<file path="src/rtl/mfde_pkg.sv">
// ----------------------------------------------------------------------------
// mfde_pkg
// Shared types and constants of the monochrome frame buffer draw engine.
// ----------------------------------------------------------------------------
package mfde_pkg;

  localparam int unsigned COLUMNS_DEF = 128;
  localparam int unsigned PAGES_DEF   = 8;
  localparam int unsigned BYTE_W      = 8;

  localparam int unsigned FUNC_W      = 3;
  localparam int unsigned IN_FIELDS_W = 35;
  localparam int unsigned IN_DATA_W   = 40;
  localparam int unsigned OUT_DATA_W  = 8;

  typedef enum logic [FUNC_W-1:0] {
    FN_PIXEL = 3'd0,
    FN_LINE  = 3'd1,
    FN_BOX   = 3'd2,
    FN_CLEAR = 3'd3,
    FN_WRITE = 3'd4,
    FN_READ  = 3'd5
  } func_e;

  typedef struct packed {
    logic [7:0] data_byte;
    logic       dot;
    logic [5:0] y_b;
    logic [6:0] x_b;
    logic [5:0] y_a;
    logic [6:0] x_a;
  } in_fields_t;

  typedef struct packed {
    logic       load;
    logic       clr_start;
    logic       clr_step;
    logic       setup;
    logic [1:0] edge_sel;
    logic       pix_rd;
    logic       pix_wr;
    logic       pix_adv;
    logic       byte_wr;
    logic       byte_rd;
    logic       out_load;
  } ctl_cmd_t;

  typedef struct packed {
    logic clr_last;
    logic pix_on;
    logic pix_last;
    logic out_free;
  } dp_stat_t;

endpackage

</file>
<file path="src/rtl/mfde_ctrl.sv">
// ----------------------------------------------------------------------------
// mfde_ctrl
// Command sequencer: clear sweep, line and box stepping, byte access.
// ----------------------------------------------------------------------------
module mfde_ctrl (
  input  logic                          clk_i,
  input  logic                          rst_ni,
  input  logic                          in_valid_i,
  input  logic [mfde_pkg::FUNC_W-1:0]   in_func_i,
  output logic                          in_ready_o,
  input  mfde_pkg::dp_stat_t            stat_i,
  output mfde_pkg::ctl_cmd_t            cmd_o
);

  typedef enum logic [2:0] {
    ST_CLR,
    ST_IDLE,
    ST_SETUP,
    ST_PRD,
    ST_PWR,
    ST_BWR,
    ST_BRD,
    ST_BWAIT
  } state_e;

  state_e     state_q, state_d;
  logic [1:0] edge_q, edge_d;
  logic       box_q, box_d;
  logic       line_done;

  always_comb begin
    state_d    = state_q;
    edge_d     = edge_q;
    box_d      = box_q;
    in_ready_o = 1'b0;
    cmd_o      = '0;
    line_done  = 1'b0;
    cmd_o.edge_sel = edge_q;
    case (state_q)
      ST_CLR: begin
        cmd_o.clr_step = 1'b1;
        if (stat_i.clr_last) begin
          state_d = ST_IDLE;
        end
      end
      ST_IDLE: begin
        in_ready_o = 1'b1;
        if (in_valid_i) begin
          cmd_o.load = 1'b1;
          edge_d     = 2'd0;
          box_d      = 1'b0;
          case (mfde_pkg::func_e'(in_func_i))
            mfde_pkg::FN_PIXEL, mfde_pkg::FN_LINE: begin
              state_d = ST_SETUP;
            end
            mfde_pkg::FN_BOX: begin
              box_d   = 1'b1;
              state_d = ST_SETUP;
            end
            mfde_pkg::FN_CLEAR: begin
              cmd_o.clr_start = 1'b1;
              state_d         = ST_CLR;
            end
            mfde_pkg::FN_WRITE: begin
              state_d = ST_BWR;
            end
            mfde_pkg::FN_READ: begin
              state_d = ST_BRD;
            end
            default: begin
              state_d = ST_IDLE;
            end
          endcase
        end
      end
      ST_SETUP: begin
        cmd_o.setup = 1'b1;
        state_d     = ST_PRD;
      end
      ST_PRD: begin
        if (stat_i.pix_on) begin
          cmd_o.pix_rd = 1'b1;
          state_d      = ST_PWR;
        end else begin
          cmd_o.pix_adv = 1'b1;
          line_done     = stat_i.pix_last;
        end
      end
      ST_PWR: begin
        cmd_o.pix_wr  = 1'b1;
        cmd_o.pix_adv = 1'b1;
        line_done     = stat_i.pix_last;
        state_d       = ST_PRD;
      end
      ST_BWR: begin
        cmd_o.byte_wr = 1'b1;
        state_d       = ST_IDLE;
      end
      ST_BRD: begin
        cmd_o.byte_rd = 1'b1;
        state_d       = ST_BWAIT;
      end
      ST_BWAIT: begin
        if (stat_i.out_free) begin
          cmd_o.out_load = 1'b1;
          state_d        = ST_IDLE;
        end
      end
      default: begin
        state_d = ST_IDLE;
      end
    endcase
    if (line_done) begin
      if (box_q && (edge_q != 2'd3)) begin
        edge_d  = edge_q + 2'd1;
        state_d = ST_SETUP;
      end else begin
        state_d = ST_IDLE;
      end
    end
  end

  always_ff @(posedge clk_i or negedge rst_ni) begin
    if (!rst_ni) begin
      state_q <= ST_CLR;
      edge_q  <= 2'd0;
      box_q   <= 1'b0;
    end else begin
      state_q <= state_d;
      edge_q  <= edge_d;
      box_q   <= box_d;
    end
  end

endmodule

</file>
<file path="config.mk">
export PLATFORM = sky130hd
export DESIGN_NAME = mfde_ctrl
export DESIGN_NICKNAME = d
export VERILOG_FILES = /design/src/rtl/mfde_pkg.sv /design/src/rtl/mfde_ctrl.sv
export SDC_FILE = /design/constraint.sdc
export NUM_CORES = 1
export LEC_CHECK = 0
export BUFFER_PORTS_ARGS = -buffer_cell sky130_fd_sc_hd__buf_2
export CELL_PAD_IN_SITES_DETAIL_PLACEMENT = 1
export CELL_PAD_IN_SITES_GLOBAL_PLACEMENT = 1
export CORE_MARGIN = 1.5
export CORE_UTILIZATION = 36
export CTS_BUF_LIST = sky130_fd_sc_hd__clkbuf_8
export CTS_CLUSTER_DIAMETER = 60
export CTS_CLUSTER_SIZE = 12
export DETAILED_ROUTE_END_ITERATION = 8
export GPL_TIMING_DRIVEN = 0
export PLACE_DENSITY_LB_ADDON = 0.1
export SETUP_SLACK_MARGIN = 0.3
export SYNTH_ARGS = -nofsm -noshare
export SYNTH_HDL_FRONTEND = slang
export SYNTH_SLANG_ARGS = --single-unit
</file>
<file path="constraint.sdc">
create_clock -name clk_i -period 2 [get_ports clk_i]
set_input_delay 0.4 -clock clk_i [delete_from_list [all_inputs] [get_ports clk_i]]
set_output_delay 0.4 -clock clk_i [all_outputs]
set_load 0.03 [all_outputs]
</file>
==> out/metrics.yaml, run 1 <==
outcome:
  status: "finished clean"
clock_network:
  cts_buffers: 3
  root_buffer: "clkbuf_8"
  cts.clk_slew.worst_paths_ns: 0.04
  clock_path_buffers: 2
  clock-sinks: 6
  clkLatencyLatePin_ns: 0.22
  h-tree-depth: 1
  cts_tree: "yes"
synth:
  synthAdderAreaFrac_pct: 2.398
  synth-compound-area-share_pct: 19.66
  synth_commonest_cells: "inv_1 (7), nand2_1 (7), dfrtp_1 (6), mux2i_1 (6), nor2_1 (4)"
  synth.top_cell.area_share_pct: 28.78
  synth_top_area_cell: "dfrtp_1"
  synthTopCellsByArea: "dfrtp_1 (29%), mux2i_1 (12%), inv_1 (5.0%)"
  synthMuxAreaShare_pct: 11.51
  synthesis.nets: 69
  synth_top_family_by_area: "simple AND/OR/NAND/NOR gates"
  avgSynthCellArea_um2: 8.996
  ys.flop_type: "dfrtp_1"
  yosysSeqAreaShare_pct: 28.78
  yosys_warnings: 0
  ys_types: 27
  syn_inst: 58
  post_synth_and_or_nand_nor_area_fraction_pct: 28.78
  async_flop_share_pct: 100.0
  synth_edf_count: 0
  synth_xor_area_share_pct: 0
  syn_area_um2: 521.8
  synth.ff_latch_count: 6
floorplanning:
  die_w_um: 41.07
  rows: 13
  io_pins: 23
  die_h_um: 41.07
  core_um2: 1334
  initial_core_util_pct: 39.12
  die_area_um2: 1687
sta:
  tightest_slew_ns: 0.2842
  clock_skew_ns: 0.003430
  grt_setup_unrepaired: "true"
  max_clock_freq_ghz: 0.5592
  setup_viol: 0
  slew_headroom_pct: 80.51
  slew_viol_final: 0
  period_minus_slack_ns: 1.788
  fin_setup_tns_ns: 0
  post-route-period-util_pct: 89.42
  hold_viol_final: 0
worst_setup_path:
  critPathRequiredTime_ns: 1.60
  cpLargestDelayFamily: "simple AND/OR/NAND/NOR gates"
  critical_path.max_stage_delay_ns: 0.39
  critical_path_class: "reg2out"
  cp.buffers_inverters: 2
  crit_path_top_delay_cell: "dfrtp_1"
  worstSetupEndpointType: "output pin"
  crit_chain: "buf_4 -> nor2_1 -> and2_1 -> buf_2"
  critPathMaxFanout: 4
  arrival_ns: 1.39
  cp-start-kind: "flip-flop"
pwr:
  powerDensity_nw_per_um2: 1438
  power_leakage_nw: 0.4701
  ir_worst_vdd_mv: 1.072
route:
  wirelength_um: 2202
  drc: 0
  wl_per_cell_um: 19.66
  drt_pass1_iterations: 4
  ant_nets: 0
  num_vias: 632
  drt-initial-drc-count: 7
  via_per_inst: 5.643
cells_and_area:
  drive_gt1_share_pct: 56.70
  fin_cells: 112
  n_antenna_cell: 0
  finalNetCount: 110
  area_growth_syn_to_layout_pct: 78.66
global_route:
  grt_max_degree: 11
  grt_first_pass_wirelength_um: 2387
  grt_usage_pct: 22.74
  grt_overflow: 0
  antenna_found_initial: 0
  first_global_vias: 517
place:
  place_inst: 95
  place_congestion: 0.6846
  port_buffers: 22
  dpl.hpwl_um: 1106
min_path:
  hold_class: "in2reg"
job:
  cap_violations: 0
-- cells by family (layout without fill, tap and decap cells) --
logic type	Yosys count	after routing
AND/OR/NAND/NOR	25	25
multiplexers	6	6
flip-flops	6	6
adder cells (fa/ha/maj)	1	1
buffers and inverters	10	49
AO/OA/AOI/OAI	10	10
-- cell type report --
type / count / area [um^2]
inverters: 7 / 28.78
fillers: 150 / 401.6
plain buffers: 3 / 33.78
well taps: 15 / 18.77
flip-flops and latches: 6 / 151.4
repair buffers: 36 / 264.0
clock buffers: 3 / 41.29
multi-input cells: 42 / 394.1
-- sequential cells by signal, indices dropped and copies added (netlist names) --
register	cells
state_q	3
edge_q	2
box_q	1
-- through the flow --
step	instance area (um^2)	setup WS [ns]	hold slack (ns)	util [%]	power, mW
after floorplan	546.8	0.2912	0.1044	-	0.6506
after global placement	675.6	0.1603	0.2329	50.66	0.7804
after detailed placement	675.6	0.1240	0.2324	50.66	0.7978
after CTS	798.3	0.2468	0.4166	59.85	1.100
after global routing	932.1	0.1649	0.4292	69.89	1.399
final	932.1	0.2116	0.4324	69.89	1.340
-- cell usage in the layout, fill, tap and decap left out, types with 2 or more instances in the layout --
cell type | synthesis | final
a32o_1 | 2 | 2
buf_2 | 1 | 14
buf_4 | 2 | 15
buf_6 | 0 | 8
clkbuf_8 | 0 | 3
dfrtp_1 | 6 | 5
inv_1 | 7 | 6
mux2i_1 | 6 | 6
nand2_1 | 7 | 6
nand2b_1 | 2 | 2
nor2_1 | 4 | 4
nor3b_4 | 0 | 2
-- report_power, final --
group | leakage [nW] | total (mW) | internal [mW] | switching (mW)
Clock | 0.0216 | 0.179 | 0.129 | 0.0497
Sequential | 0.0774 | 0.212 | 0.162 | 0.0501
Combinational | 0.371 | 0.949 | 0.444 | 0.504
Total | 0.470 | 1.34 | 0.736 | 0.604
-- per-layer routing --
| layer | global-route usage [%] | up-vias | wire [um] |
|---|---|---|---|
| met1 | 26.00 | 314 | 938 |
| li1 | - | 294 | - |
| met2 | 39.84 | 18 | 1157 |
| met4 | 10.00 | 0 | 27 |
| met3 | 4.891 | 6 | 78 |
| met5 | 0 | - | 0 |
-- timing repair --
action | in CTS | in global routing
pin swaps | 1 | 3
endpoints found under the hold margin | 6 | 0
cloned | 0 | 0
hold buffers | 1 | 0
resized for setup | 11 | 24
endpoints found under the setup margin | 6 | 11
setup buffers | 4 | 9
-- worst paths after layout --
check	startpoint	end	slack, ns	depth (start not counted)
setup / recovery	state_q[2]	in_ready_o	0.21	4
hold / removal	in_func_i[0]	box_q	0.43	2
setup reg to reg	state_q[1]	state_q[0]	0.45	6
hold reg to reg	edge_q[0]	edge_q[0]	0.54	1
max in group asynchronous	rst_ni	state_q[0]	1.28	2
min in group asynchronous	rst_ni	box_q	0.57	2
Note: power is estimated with default switching activity, not from simulation.
==> inputs of run 2 (changes only) <==
- ABC_AREA: unset -> 1
- CORE_UTILIZATION: 36 -> 35
- SETUP_SLACK_MARGIN: 0.3 -> 0.5
==> run 2 against run 1 <==
Die area is 11% higher. Via count grew 41%. Critical path depth grew 5. Critical endpoint is now cmd_o[10].
==> out/metrics.yaml, run 2 <==
outcome:
  status: "finished clean"
worst_setup_path:
  arrival_ns: 1.48
  critical_path_class: "reg2out"
  cp-start-kind: "flip-flop"
  worstSetupEndpointType: "output pin"
  critPathRequiredTime_ns: 1.60
  critPathMaxFanout: 2
route:
  route.met2.wl_um: 1873
  drt_pass1_iterations: 4
  wl_per_cell_um: 23.33
  num_vias: 888
  maxUsedRoutingLayer: "met4"
  via_per_inst: 5.920
  drc: 0
  dr_wl_met3_um: 260
  m1WireLength_um: 1141
  wirelength_um: 3499
  ant_nets: 0
  drt-initial-drc-count: 29
place:
  port_buffers: 22
  place_congestion: 0.6972
  dpl.hpwl_um: 1282
  place_inst: 127
synth:
  ys_types: 23
  synth.ff_latch_count: 6
  synth_top_area_cell: "dfrtp_1"
  syn_area_um2: 569.3
  synthTopCellsByArea: "dfrtp_1 (26%), nand2_1 (16%), inv_1 (9.2%)"
  synth_edf_count: 0
  synth.top_cell.area_share_pct: 26.37
  synth_commonest_cells: "nand2_1 (24), inv_1 (14), nor2_1 (8)"
  avgSynthCellArea_um2: 6.397
  ys.flop_type: "dfrtp_1"
  synthesis.nets: 100
  async_flop_share_pct: 100.0
  yosysSeqAreaShare_pct: 26.37
  syn_inst: 89
  synth_most_common_cell: "nand2_1"
  yosys_warnings: 0
pwr:
  ir_worst_vdd_mv: 0.9680
  powerDensity_nw_per_um2: 1845
  power_leakage_nw: 0.5884
cells_and_area:
  fin_util_pct: 70.52
  largest_register_ffs: 3
  fin_cells: 150
  layout_common_cells: "buf_4 (22), nand2_1 (19), inv_1 (12)"
  reg.largest.list: "state_q: 3 flops, edge_q: 2 flops, box_q: 1 flops"
  regMostFlops: "state_q"
  n_antenna_cell: 0
  finalNetCount: 147
  area_growth_syn_to_layout_pct: 86.59
  drive_gt1_share_pct: 58.21
  mostFrequentLayoutCell: "buf_4"
clock_network:
  cts.clk_slew.worst_paths_ns: 0.04
  clock-sinks: 6
  clock_path_buffers: 2
  root_buffer: "clkbuf_8"
  h-tree-depth: 1
  clkLatencyLatePin_ns: 0.24
  cts_buffers: 3
  cts_tree: "yes"
floorplanning:
  initial_core_util_pct: 37.79
  core_um2: 1506
  die_area_um2: 1877
  io_pins: 23
  die_h_um: 43.33
  die_w_um: 43.33
  rows: 14
sta:
  slew_headroom_pct: 81.88
  post-route-period-util_pct: 94.23
  setup_viol: 0
  grt_setup_unrepaired: "true"
  fin_setup_tns_ns: 0
  hold_viol_final: 0
  clock_skew_ns: 0.003708
  period_minus_slack_ns: 1.885
  holdWs_ns: 0.5109
  max_clock_freq_ghz: 0.5306
  slew_viol_final: 0
  tightest_slew_ns: 0.2719
global_route:
  antenna_found_initial: 0
  grt_usage_pct: 31.52
  first_global_vias: 869
  grt_max_degree: 9
  grt_overflow: 0
  grt_first_pass_wirelength_um: 4112
job:
  cap_violations: 0
min_path:
  hold_class: "in2reg"
==> run 2: cells by family (layout without fill, tap and decap cells) <==
family          after synthesis  count (layout)  share of synthesized area (%)
flops                         6               6                          26.37
compound gates                6               6                          7.251
buf+inv                      19              64                          15.39
simple gates                 57              57                          48.79
fa+ha+maj                     1               1                          2.197
==> run 2: repair_timing <==
action / CTS / global route
hold buffers: 1 / 0
gates resized for setup: 31 / 12
buffers inserted: 15 / 4
endpoints found under the setup margin: 11 / 13
pin swaps: 8 / 3
hold endpoints to repair: 6 / 0
==> run 2: routing by layer <==
| layer | vias up | track usage [%] |
|---|---|---|
| li1 | 368 | - |
| met1 | 429 | 29.21 |
| met5 | - | 0 |
| met4 | 0 | 12.73 |
| met3 | 25 | 9.167 |
| met2 | 66 | 62.69 |
==> run 2: per-stage QoR <==
step	power (mW)	setup slack, ns	area, um^2
floorplan	0.8678	0.09851	595.6
global placement	1.037	0.2383	725.7
detailed placement	1.066	0.2200	725.7
CTS	1.625	0.2429	988.4
global route	2.028	0.09036	1062
finish	1.960	0.1154	1062
==> run 2: critical path, cell delays in order (launching register included) <==
cell,delay [ns]
dfrtp_1,0.38
buf_6,0.14
clkinv_8,0.05
nand2_8,0.05
nor2_4,0.13
nand2_4,0.07
inv_4,0.07
nand2_4,0.06
nor3_4,0.14
buf_6,0.16
==> run 2: cell type report <==
type | instances | area, um^2
buffer | 2 | 22.52
clock buffer | 3 | 41.29
fill | 175 | 444.2
inverter | 17 | 83.83
multi-input combinational | 64 | 422.9
sequential | 6 | 151.4
tap | 16 | 20.02
timing repair buffer | 42 | 320.3
==> run 2: path summary, 6_finish.rpt <==
kind / startpoint / end / cells past startpoint / slack, ns
min reg2reg: edge_q[0] / edge_q[0] / 1 / 0.55
min in group asynchronous: rst_ni / state_q[2] / 2 / 0.58
max reg2reg: state_q[2] / state_q[2] / 10 / 0.40
max in group asynchronous: rst_ni / state_q[0] / 2 / 1.25
min: stat_i[0] / state_q[2] / 4 / 0.51
max: state_q[2] / cmd_o[10] / 9 / 0.12
==> run 2: power by group <==
part | internal, mW | leakage (nW) | switching (mW)
sequential | 0.173 | 0.0780 | 0.0650
clock | 0.131 | 0.0216 | 0.0730
combinational | 0.611 | 0.489 | 0.907
==> inputs of run 3 (changes only) <==
- CELL_PAD_IN_SITES_DETAIL_PLACEMENT: 1 -> unset
- CELL_PAD_IN_SITES_GLOBAL_PLACEMENT: 1 -> unset
- CORE_AREA: unset -> 2 2 39 41
- CORE_MARGIN: 1.5 -> unset
- CORE_UTILIZATION: 35 -> unset
- DIE_AREA: unset -> 0 0 41 43
==> run 3 against run 2 <==
Sequential power down 8.8%. Highest routed layer unchanged. Die area down 6.1%. Clock-buffer cell count unchanged. Non-clock buffer count down 1. Global-route usage down 13 points. Worst setup slack better by 0.12 ns. Clock skew down 0.0023 ns. Fmax up 6.9%. Design area up 0.24%. Via count down 21%. Sequential share of layout area about the same. Core utilization up 6.4 points.
==> out/metrics.yaml, run 3 (same netlist as run 2, synthesis figures left out) <==
outcome:
  status: "finished clean"
sta:
  hold_viol_final: 0
  post-route-period-util_pct: 88.17
  clock_skew_ns: 0.001433
  period_minus_slack_ns: 1.763
  grt_setup_unrepaired: "true"
  slew_headroom_pct: 86.08
  setup_viol: 0
  holdWs_ns: 0.5092
  max_clock_freq_ghz: 0.5671
  slew_viol_final: 0
  fin_setup_tns_ns: 0
  timing.final.ws_setup_ns: 0.2367
  tightest_slew_ns: 0.2080
cells_and_area:
  reg.largest.list: "state_q: 3 flops, edge_q: 2 flops, box_q: 1 flops"
  fin_util_pct: 76.94
  n_antenna_cell: 0
  drive_gt1_share_pct: 57.14
  mostFrequentLayoutCell: "nand2_1"
  fin_area_um2: 1065
  regMostFlops: "state_q"
  area_growth_syn_to_layout_pct: 87.03
  largest_register_ffs: 3
  layout_common_cells: "nand2_1 (21), buf_4 (18), inv_1 (12)"
  finalNetCount: 146
route:
  via_per_inst: 4.685
  drt_pass1_iterations: 4
  ant_nets: 0
  wl_per_cell_um: 11.11
  num_vias: 698
  drt-initial-drc-count: 4
  wirelength_um: 1655
  drc: 0
floorplanning:
  die_w_um: 41
  io_pins: 23
  initial_core_util_pct: 41.14
  core_um2: 1384
  rows: 14
  die_area_um2: 1763
  die_h_um: 43
global_route:
  met3_usage_pct: 7.853
  first_global_vias: 566
  use_met2_pct: 30.94
  grt_first_pass_wirelength_um: 2263
  grt_use_met1_pct: 22.26
  grt_usage_pct: 18.97
  antenna_found_initial: 0
  busiest_layer: "met2"
  grt_max_degree: 9
  grt_overflow: 0
place:
  place_congestion: 0.7844
  dpl.hpwl_um: 998
  preCtsSetupSlack_ns: 0.2343
  port_buffers: 22
  place_area_um2: 725.7
clock_network:
  cts_buffers: 3
  clock-sinks: 6
  cts_tree: "yes"
  clock_path_buffers: 2
  clkLatencyLatePin_ns: 0.22
  cts.clk_slew.worst_paths_ns: 0.03
  root_buffer: "clkbuf_8"
  h-tree-depth: 1
pwr:
  netSwitchingFraction_pct: 47.89
  seqPwrFrac_pct: 12.5
  ir_worst_vdd_mv: 0.8505
  pwr-share-comb_pct: 77.3
  p_clk_share_pct: 10.2
  power_leakage_nw: 0.5861
  p_sw_mw: 0.8293
  internal-power_mw: 0.9023
  powerDensity_nw_per_um2: 1626
min_path:
  min_delay_path_depth: 4
  hold_class: "in2reg"
worst_setup_path:
  arrival_ns: 1.36
  critPathMaxFanout: 6
  reg2regPathDepth: 11
  critPathRequiredTime_ns: 1.60
  critical_path_class: "reg2out"
  cp-start-kind: "flip-flop"
  worstSetupEndpointType: "output pin"
job:
  cap_violations: 0
-- run 3: path summary, 6_finish.rpt --
kind                               to        from  slack (ns)
setup reg to reg           state_q[0]  state_q[2]        0.50
hold reg to reg             edge_q[0]   edge_q[0]        0.51
max in group asynchronous  state_q[0]      rst_ni        1.31
setup / recovery             cmd_o[3]  state_q[2]        0.24
hold / removal             state_q[2]   stat_i[0]        0.51
min in group asynchronous  state_q[1]      rst_ni        0.53
-- run 3: power groups by stage --
stage	combinational [mW]	clock [mW]	sequential (mW)
after global placement	0.817	0	0.214
after floorplan	0.644	0	0.224
final	1.34	0.176	0.217
after CTS	1.12	0.180	0.216
after detailed placement	0.826	0	0.216
after global routing	1.44	0.188	0.223
-- run 3: per-layer routing --
| layer | vias to the layer above | wire length (um) |
|---|---|---|
| li1 | 364 | - |
| met1 | 316 | 659 |
| met2 | 16 | 906 |
| met3 | 2 | 65 |
| met4 | 0 | 24 |
| met5 | - | 0 |
-- run 3: repair_timing --
action                                  4_1_cts  5_1_grt
buffers inserted                             12        6
gates cloned                                  0        0
hold buffers                                  1        0
endpoints found under the hold margin         6        0
gates resized for setup                      26       19
pin swaps                                     6        4
endpoints found under the setup margin       11       11
-- run 3: per-stage QoR --
step / cells / power [mW]
after global routing: 149 / 1.847
after floorplan: 89 / 0.8678
after CTS: 143 / 1.519
after detailed placement: 127 / 1.042
after global placement: 127 / 1.032
final: 149 / 1.732
-- run 3: area by class of cell --
cell class / instances / area, um^2
multi-input combinational: 64 / 419.2
timing repair buffer: 41 / 331.6
fill: 110 / 319.1
sequential: 6 / 151.4
inverter: 17 / 78.83
clock buffer: 3 / 41.29
buffer: 2 / 22.52
tap: 16 / 20.02
-- run 3: worst max-delay path: stages, from the launching register on --
cell and delay [ns]:
dfrtp_1 0.36, buf_6 0.13, buf_4 0.13, buf_8 0.13
nor2_4 0.10, nand2_2 0.07, o21ai_2 0.06, buf_6 0.14
